$ cat config.mk
export PLATFORM = sky130hd
export DESIGN_NAME = lamt_grp
export DESIGN_NICKNAME = d
export VERILOG_FILES = /design/src/design/lamt_pkg.sv /design/src/design/lamt_grp.sv
export SDC_FILE = /design/constraint.sdc
export NUM_CORES = 1
export LEC_CHECK = 0
export BUFFER_PORTS_ARGS = -buffer_cell sky130_fd_sc_hd__buf_4
export CORE_AREA = 2 2 436 438
export DETAILED_ROUTE_END_ITERATION = 10
export DIE_AREA = 0 0 438 440
export PLACE_DENSITY = 0.3
export SLEW_MARGIN = 15
export SYNTH_ARGS = -nofsm -noshare
export SYNTH_HDL_FRONTEND = slang
export SYNTH_SLANG_ARGS = --single-unit
$ cat constraint.sdc
create_clock -name i_clk -period 3.13 [get_ports i_clk]
set_input_delay 0.626 -clock i_clk [delete_from_list [all_inputs] [get_ports i_clk]]
set_output_delay 0.626 -clock i_clk [all_outputs]
set_load 0.01 [all_outputs]
$ cat src/design/lamt_pkg.sv
`default_nettype none

package lamt_pkg;

    localparam int DEF_CAPACITY    = 1024;
    localparam int DEF_VALUE_WIDTH = 32;

    // Fixed field widths on the channels
    localparam int IN_VALUE_W = 32;
    localparam int STATUS_W   = 2;

    // Cells per selection group
    localparam int GROUP_SIZE = 32;

    localparam logic REQ_INSERT = 1'b0;
    localparam logic REQ_QUERY  = 1'b1;

    localparam logic [STATUS_W-1:0] ST_TAKEN    = 2'd0;
    localparam logic [STATUS_W-1:0] ST_NONE     = 2'd1;
    localparam logic [STATUS_W-1:0] ST_INSERTED = 2'd2;
    localparam logic [STATUS_W-1:0] ST_FULL     = 2'd3;

    typedef struct packed {
        logic ins;   // shift toward higher positions and insert the key
        logic cmp;   // latch the candidate flag for a query
        logic take;  // set the taken mark where selected
    } t_cell_ctl;

endpackage

`default_nettype wire

$ cat src/design/lamt_grp.sv
`default_nettype none

module lamt_grp import lamt_pkg::*; #(
    parameter int VALUE_WIDTH = DEF_VALUE_WIDTH
) (
    input  wire logic                   i_clk,
    input  wire logic                   i_en,
    input  wire logic [GROUP_SIZE-1:0]  i_cand,
    input  wire logic [VALUE_WIDTH-1:0] i_val [GROUP_SIZE],
    output logic [GROUP_SIZE-1:0]       o_sel,
    output logic                        o_any,
    output logic [VALUE_WIDTH-1:0]      o_val
);

    logic [GROUP_SIZE-1:0]  r_sel;
    logic                   r_any;
    logic [VALUE_WIDTH-1:0] r_val;

    logic [GROUP_SIZE-1:0]  n_sel;
    logic [VALUE_WIDTH-1:0] n_val;

    // Keep only the highest candidate of the group
    always_comb begin
        logic higher;
        higher = 1'b0;
        n_val  = '0;
        for (int j = GROUP_SIZE - 1; j >= 0; j--) begin
            n_sel[j] = i_cand[j] && !higher;
            higher   = higher || i_cand[j];
            if (n_sel[j]) begin
                n_val = n_val | i_val[j];
            end
        end
    end

    always_ff @(posedge i_clk) begin
        if (i_en) begin
            r_sel <= n_sel;
            r_any <= |i_cand;
            r_val <= n_val;
        end
    end

    assign o_sel = r_sel;
    assign o_any = r_any;
    assign o_val = r_val;

endmodule

`default_nettype wire

==> qor.csv <==
stage,metric,value,unit
outcome,outcome,"finished, final reports clean",
floorplan,die height,440,microns
worst_setup_path,critical path data arrival time,3160,ps
power_and_ir_drop,Peak VDD IR,0.3178,mV
clocking,TritonCTS clock tree,done,
synthesis,Post-synth EDFFs,65,
power_and_ir_drop,leakage,10.90,nW
synthesis,#FFs+latches synth,65,
timing,Fmax,0.3288,GHz
final_layout,area grow syn2layout,154.4,%
floorplan,I/O pins,1123,
worst_setup_path,endpoint class of the critical path,flop,
route,Initial DRT Pass Iterations,7,
floorplan,Die ar.,0.1927,sq mm
clocking,Worst-path clk slew,90,ps
grt,total gr overflow,0,
timing,"Hold Vio Cnt, Final",0,
clocking,Hold Buf Count CTS,0,
worst_setup_path,Crit path required time,3250,ps
synthesis,cell taking the most area after synthesis,edfxtp_1,
synthesis,Syn Area/Cell,7.408,sq um
synthesis,top post-synthesis cells by area,"edfxtp_1 (19%), a22oi_1 (16%), clkbuf_1 (5.2%)",
clocking,htree depth,3,
route,drt wl/cell,38.76,microns
clocking,CTS Root Cell,clkbuf_16,
place,DP Wirelength,189600,microns
synthesis,synth unique cells,61,
synthesis,Synth Area in Adders,0,%
worst_setup_path,"slowest stage delay, CP",910,ps
worst_setup_path,Setup CP Type,input pin to flop,
synthesis,Yosys warnings,0,
clocking,clock sink count,65,
power_and_ir_drop,Cell Pwr Density,223.0,mW/mm^2
floorplan,core area,0.1886,sq mm
floorplan,Die X-Extent,438,microns
route,Starting DRT DRC Count,1956,
place,Post-DP Area,0.02549,sq mm
floorplan,Starting Density,5.397,%
final_layout,nets,3840,
floorplan,num rows,160,
timing,fin crit share,97.18,%
synthesis,Mapped Nets,2432,
synthesis,main combinational cell family by area after synthesis,compound AO/OA/AOI/OAI gates,
worst_setup_path,CP max stage cell,a221oi_1,
synthesis,Post-synth top cells,"a22oi_1 (222), clkbuf_1 (141), a21oi_1 (96)",
worst_setup_path,Worst Path Max Fanout,17,
place,count of input and output buffers,1122,
synthesis,Post-Synth XOR/XNOR Area,0,%
place,cell count after placement,5282,
hold_path,hold crit path type,input pin to flop,
route,WL final,206300,microns
timing,Worst Tran Pin Value,1205,ps
synthesis,ys flop type,edfxtp_1,
grt,number of global-route vias before repair,19900,
route,DR vias/cell,3.759,
synthesis,area share of the largest cell type after synthesis,19.18,%
timing,"Slew Viols, Final",0,
final_layout,fill count,21890,
timing,Final min period,3042,ps
timing,Slew HR,19.69,%
synthesis,Cells after Synth,1374,
synthesis,Post-Synthesis Cell Area,0.01018,sq mm
synthesis,post-synthesis compound-gate area fraction,51.89,%
route,Vias,20010,
synthesis,mux share of post-synthesis cell area,0,%
route,DR DRC count,0,
clocking,clk buf depth,2,
grt,largest net degree at the start of global routing,35,
timing,final setup vio count,0,
final_layout,fraction of layout cells with a size suffix above 1,58.27,%
final_layout,fin area,0.02589,sq mm
worst_setup_path,crit-path most repeated cell,buf_4,
synthesis,Simple-Gate Fraction of Synth Area,22.38,%
clocking,cts bufs inserted,9,
grt,first-pass GRT wire length,246300,microns
power_and_ir_drop,Pwr Total,5.773,mW
grt,Global Route Usage Sum,20.37,%
synthesis,Post-synth ARST share,0,%
final_layout,"Cell Count, Final, Fillers Out",5322,
route,DRT antenna net count,0,
grt,initial antenna violation count,113,
timing,RSZ-0062 raised after global routing,false,
place,GP Congestion,0.9258,
synthesis,part of the Yosys area used for sequential elements,19.18,%
run,max cap viols,0,
worst_setup_path,critical path launch point type,input pin,
worst_setup_path,critical path cell sequence,buf_4 -> or4_1 -> buf_4 -> nor2_4 -> buf_12 -> buf_4 -> nand2_2 -> buf_4 -> a21oi_1 -> a221oi_1 -> nand3_1,
synthesis,"count leader, synth",a22oi_1,
[sequential cells by signal (all words and copies together), names as in the netlist]
name / flops
o_any: 1
o_val: 32
o_sel: 32
[where the power goes]
part           internal (mW)  total, mW  switching, mW  leakage [nW]
clock                  0.709       1.35          0.639         0.161
combinational           1.64       3.34           1.70          10.1
sequential              1.04       1.09         0.0487         0.627
[cells by family after synthesis]
family                 count (synthesis)
AO/OA/AOI/OAI                        721
buffers and inverters                171
flip-flops                            65
AND/OR/NAND/NOR                      417
[path summary, 6_finish.rpt]
check / from / slack [ps] / endpoint / cells past startpoint
worst max-delay path: i_cand[31] / 90 / o_val[18] / 11
worst min-delay path: i_cand[0] / 480 / o_any / 2
[per-stage QoR]
| stage | utilization [%] | hold WS (ps) | setup TNS, ps | setup WS (ps) |
|---|---|---|---|---|
| after floorplan | - | 724.9 | 0 | 6.146 |
| after global placement | 13.51 | 914.4 | -5795 | -470.3 |
| after detailed placement | 13.52 | 911.9 | -5472 | -514.2 |
| after CTS | 13.70 | 442.3 | 0 | 64.84 |
| after global routing | 13.71 | 487.9 | 0 | 90.86 |
| final | 13.73 | 478.5 | 0 | 88.36 |
[cells in the final DEF (no fill, tap or decap), types with 29 or more instances in the layout]
cell type,synthesis,routed
o22ai_1,41,41
buf_12,0,72
a22o_1,50,50
a22oi_1,222,222
a221oi_1,47,45
edfxtp_1,65,65
buf_4,0,1485
nor2_1,85,81
a21oi_1,96,96
o21ai_0,67,67
nor3_1,31,29
nand3_1,30,30
nand2_1,90,88
[worst max-delay path, delay by kind of cell]
| kind | cells | cell delay, ps |
|---|---|---|
| compound gates | 2 | 1030 |
| buf+inv | 5 | 940 |
| simple gates | 4 | 520 |
[area by class of cell]
class | instances | area, sq um | share of cell area (%)
antenna | 24 | 60.06 | 0.2320
clock inverter | 7 | 100.1 | 0.3866
multi-input combinational | 1138 | 7781 | 30.05
clock buffer | 9 | 225.2 | 0.8699
tap | 2511 | 3142 | 12.13
timing repair buffer | 1557 | 12590 | 48.63
sequential | 65 | 1952 | 7.539
inverter | 11 | 41.29 | 0.1595
[per-layer routing]
layer / vias up / wire, microns / GRT usage, %
li1: 8567 / - / -
met1: 10070 / 85610 / 25.38
met2: 1100 / 103000 / 35.88
met3: 187 / 13470 / 4.324
met4: 80 / 3679 / 4.049
met5: - / 517 / 0
[what timing repair did]
item,in CTS,in global routing
gates resized for setup,2,0
buffers inserted,0,0
setup endpoints to repair,2,0
Note: power is estimated with default switching activity, not from simulation.
