===== src/design/lamt_pkg.sv =====
`default_nettype none

package lamt_pkg;

    localparam int DEF_CAPACITY    = 1024;
    localparam int DEF_VALUE_WIDTH = 32;

    // Fixed field widths on the channels
    localparam int IN_VALUE_W = 32;
    localparam int STATUS_W   = 2;

    // Cells per selection group
    localparam int GROUP_SIZE = 32;

    localparam logic REQ_INSERT = 1'b0;
    localparam logic REQ_QUERY  = 1'b1;

    localparam logic [STATUS_W-1:0] ST_TAKEN    = 2'd0;
    localparam logic [STATUS_W-1:0] ST_NONE     = 2'd1;
    localparam logic [STATUS_W-1:0] ST_INSERTED = 2'd2;
    localparam logic [STATUS_W-1:0] ST_FULL     = 2'd3;

    typedef struct packed {
        logic ins;   // shift toward higher positions and insert the key
        logic cmp;   // latch the candidate flag for a query
        logic take;  // set the taken mark where selected
    } t_cell_ctl;

endpackage

`default_nettype wire


===== src/design/lamt_cell.sv =====
`default_nettype none

module lamt_cell import lamt_pkg::*; #(
    parameter int VALUE_WIDTH = DEF_VALUE_WIDTH
) (
    input  wire logic                   i_clk,
    input  wire logic                   i_rst_n,
    input  wire t_cell_ctl              i_ctl,
    input  wire logic [VALUE_WIDTH-1:0] i_key,
    input  wire logic [VALUE_WIDTH-1:0] i_prev_val,
    input  wire logic                   i_prev_taken,
    input  wire logic                   i_prev_occ,
    input  wire logic                   i_prev_shift,
    input  wire logic                   i_sel,
    output logic [VALUE_WIDTH-1:0]      o_val,
    output logic                        o_taken,
    output logic                        o_occ,
    output logic                        o_shift,
    output logic                        o_cand
);

    logic [VALUE_WIDTH-1:0] r_val;
    logic                   r_taken;
    logic                   r_occ;
    logic                   r_cand;

    // Empty cells and cells above the key move up on insert
    assign o_shift = !r_occ || (r_val > i_key);

    always_ff @(posedge i_clk) begin
        if (!i_rst_n) begin
            r_taken <= 1'b0;
            r_occ   <= 1'b0;
            r_cand  <= 1'b0;
        end else begin
            if (i_ctl.ins && o_shift) begin
                if (i_prev_shift) begin
                    r_val   <= i_prev_val;
                    r_taken <= i_prev_taken;
                    r_occ   <= i_prev_occ;
                end else begin
                    r_val   <= i_key;
                    r_taken <= 1'b0;
                    r_occ   <= 1'b1;
                end
            end
            if (i_ctl.cmp) begin
                r_cand <= r_occ && !r_taken && (r_val <= i_key);
            end
            if (i_ctl.take && i_sel) begin
                r_taken <= 1'b1;
            end
        end
    end

    assign o_val   = r_val;
    assign o_taken = r_taken;
    assign o_occ   = r_occ;
    assign o_cand  = r_cand;

endmodule

`default_nettype wire


===== config.mk =====
export PLATFORM = sky130hd
export DESIGN_NAME = lamt_cell
export DESIGN_NICKNAME = d
export VERILOG_FILES = /design/src/design/lamt_pkg.sv /design/src/design/lamt_cell.sv
export SDC_FILE = /design/constraint.sdc
export NUM_CORES = 1
export LEC_CHECK = 0
export BUFFER_PORTS_ARGS = -buffer_cell sky130_fd_sc_hd__buf_2
export CAP_MARGIN = 20
export CORE_UTILIZATION = 42
export CTS_CLUSTER_SIZE = 24
export DETAILED_ROUTE_END_ITERATION = 10
export HOLD_SLACK_MARGIN = 0.15
export PLACE_DENSITY = 0.77
export SLEW_MARGIN = 40
export SYNTH_ARGS = -nofsm -noshare
export SYNTH_HDL_FRONTEND = slang
export SYNTH_SLANG_ARGS = --single-unit

===== constraint.sdc =====
create_clock -name i_clk -period 2.8 [get_ports i_clk]
set_input_delay 0 -clock i_clk [delete_from_list [all_inputs] [get_ports i_clk]]
set_output_delay 0 -clock i_clk [all_outputs]
set_load 0.01 [all_outputs]

==> impl_metrics.toml <==
[floorplanning]
core_region_area_sq_um = 5170
io_pins = 109
die-height_microns = 75.7
rows = 26
initial_utilization_pct = 44.1
dieArea_sq_um = 5730
die_x_microns = 75.7

[timing]
fin_crit_ps = 2540
timing.final.crit_share_pct = 90.6
tns_ps = 0
relSlewSlack_pct = 56.1
finalHoldViolCount = 0
skew_ps = 2.84
worst_pin_slew_ps = 658
rsz0062_at_grt = "no"
fmax_mhz = 394
setup_viol = 0
drv_slew = 0

[critical_path]
crit_path_cell_trace = "ha_1 -> a21oi_1 -> o21ai_1 -> and3_1 -> a2111oi_4 -> a21oi_1 -> o21ai_1 -> dlygate4sd3_1"
cp_max_fo = 3
arrival_ps = 2760
r2r_cells = 8
slowest_stage = "dlygate4sd3_1"
required_ps = 3020
cpPeakStageDelay_ps = 590
crit_type = "reg2reg"
r2r_start = "o_val[11]$_DFFE_PP_"
worstSetupStartpoint = "o_val[11]$_DFFE_PP_"
endpoint_kind = "flip-flop"
crit_path_start_kind = "flip-flop"

[min_path]
hp-class = "in2reg"
hold_start = "i_key[21]"
hold_path_depth = 3

[synthesis]
synthDistinctLibCells = 31
syn_area_per_cell_sq_um = 9.67
synth_top_cell_by_area = "edfxtp_1"
syn_nets = 341
yosys_warnings = 0
netlist_instances = 236
synth.area.top_cells = "edfxtp_1 (42%), ha_1 (18%), o21ai_0 (8.1%)"
syn-cell-area_sq_um = 2280
ys_ff_latch = 35
yosysTopAreaCellShare_pct = 42.1
ys_seq_area_share_pct = 44.7

[finish]
nNetsFinal = 523
n_antenna_cell = 0
instances_no_fill = 489
stdcell_area_sq_um = 3700
areaGrowthSynthToFinish_pct = 62.1
final_core_util_pct = 71.5
drive_above_1_share_pct = 30.1
nFillCells = 382

[pwr]
clkPwrFrac_pct = 26.0
power_switching_mw = 0.367
leakage_nw = 1.82
pwr-share-seq_pct = 46.0
power_mw = 1.36
power_density_nw_per_um2 = 367
sw_frac_of_total_pct = 27.0
p_comb_share_pct = 28.0
internal-power_mw = 0.993
ir_drop_mv = 0.235

[drt]
wire_per_inst_microns = 13.2
vias_per_cell = 4.86
drc = 0
drtIter0Drc = 62
ant_nets = 0
first_pass_iters = 6
vias = 2377
wl_microns = 6440

[placement]
place_inst = 410
dp_hpwl_microns = 4190
placed_area_sq_um = 2910
place_congestion = 0.762
io_buffers = 108

[clock_network]
cts.sinks = 35
clockBufferDepth = 2
clkTransAtPathRegs_ps = 70
htreeDepth = 2
tritoncts = "yes"
ctsResizeCount = 0
cts_setup_buffers = 0
numCtsBuffers = 5
clk_latency_ps = 280
ctsHoldBuffers = 71
cts_root_buf = "clkbuf_8"

[flow_run]
cap_violations = 0

[grt]
grtUsageTotal_pct = 22.8
grt.overflow.total = 0
antenna_found_initial = 0
grt_pass1_wl_microns = 9700
grt_max_degree = 43
grt_pass1_vias = 2272

[status]
status = "completed"
[layout by cell type, fill, tap and decap left out, types with 3 or more instances in the layout]
| master | netlist | layout |
|---|---|---|
| dlygate4sd3_1 | 0 | 71 |
| a21o_1 | 3 | 3 |
| buf_2 | 0 | 108 |
| dfxtp_1 | 3 | 3 |
| ha_1 | 32 | 32 |
| a21oi_1 | 16 | 16 |
| buf_4 | 0 | 3 |
| edfxtp_1 | 32 | 32 |
| clkbuf_8 | 0 | 5 |
| nand2_1 | 39 | 39 |
| nand4_1 | 4 | 4 |
| and4_4 | 3 | 3 |
| o21ai_0 | 37 | 37 |
| inv_1 | 36 | 36 |
[through the flow]
stage | setup slack [ps] | hold WS [ps]
after floorplan | 326 | 138
after global placement | 442 | 269
after detailed placement | 381 | 268
after CTS | 335 | 162
after global routing | 143 | 165
final | 263 | 146
[cells by family after synthesis]
group | Yosys count | share of synthesized area [%]
AO/OA/AOI/OAI | 68 | 17.7
AND/OR/NAND/NOR | 56 | 12.0
buffers and inverters | 43 | 7.07
flip-flops | 35 | 44.7
adder cells (fa/ha/maj) | 32 | 17.5
multiplexers | 2 | 0.932
[state kept, by name, summed over array words and instances (netlist names)]
signal,flops
o_val,32
o_cand,1
o_occ,1
o_taken,1
[synthesized netlist by cell type, drive strengths merged]
library cell  number
edfxtp            32
nand2             39
a22o               1
ha                32
a41o               1
dfxtp              3
clkbuf             5
nand4              4
a21o               3
and3               2
buf                2
or2                1
o21a               2
mux2               1
o211ai             1
a31oi              1
nor4               1
and2               1
o21ai             39
nand3b             2
a21oi             17
inv               36
and4               5
mux2i              1
a2111oi            1
o22ai              1
nand3              1
o2111ai            1
[power by group through the flow]
stage / Sequential, mW / Combinational [mW] / Clock (mW)
after floorplan: 0.650 / 0.144 / 0
after global placement: 0.635 / 0.272 / 0
after detailed placement: 0.637 / 0.279 / 0
after CTS: 0.626 / 0.374 / 0.360
after global routing: 0.629 / 0.425 / 0.379
final: 0.626 / 0.380 / 0.353
[cell type report]
| cell class | instances | area, sq um | share of cell area [%] |
|---|---|---|---|
| Timing Repair Buffer | 182 | 1270 | 34.4 |
| Multi-Input combinational cell | 158 | 1100 | 29.8 |
| Sequential cell | 35 | 1020 | 27.6 |
| Inverter | 36 | 135 | 3.65 |
| Tap cell | 70 | 87.6 | 2.37 |
| Clock buffer | 7 | 76.3 | 2.06 |
| Clock inverter | 1 | 5.00 | 0.135 |
[final timing paths]
path	slack, ps	endpoint
worst max register to register	260	o_cand$_SDFFE_PN0P_
worst min register to register	1100	o_cand$_SDFFE_PN0P_
worst min-delay path	150	o_val[21]$_DFFE_PP_
worst max-delay path	260	o_cand$_SDFFE_PN0P_
[critical path: cells and delay by family (launching register included)]
kind,cells,cell delay (ps)
buffers and inverters,1,590
AOI/OAI and AO/OA,5,950
and+or+nand+nor,1,210
adders and majority gates,1,330
DFF,1,400
[per-layer routing]
metal	vias to the layer above	GRT usage [%]	wire length, microns
met3	11	6.75	401
met5	-	0	0
li1	1203	-	-
met1	1080	25.6	2680
met2	83	41.9	3280
met4	0	6.79	80
(Power assumes the default switching activity.)
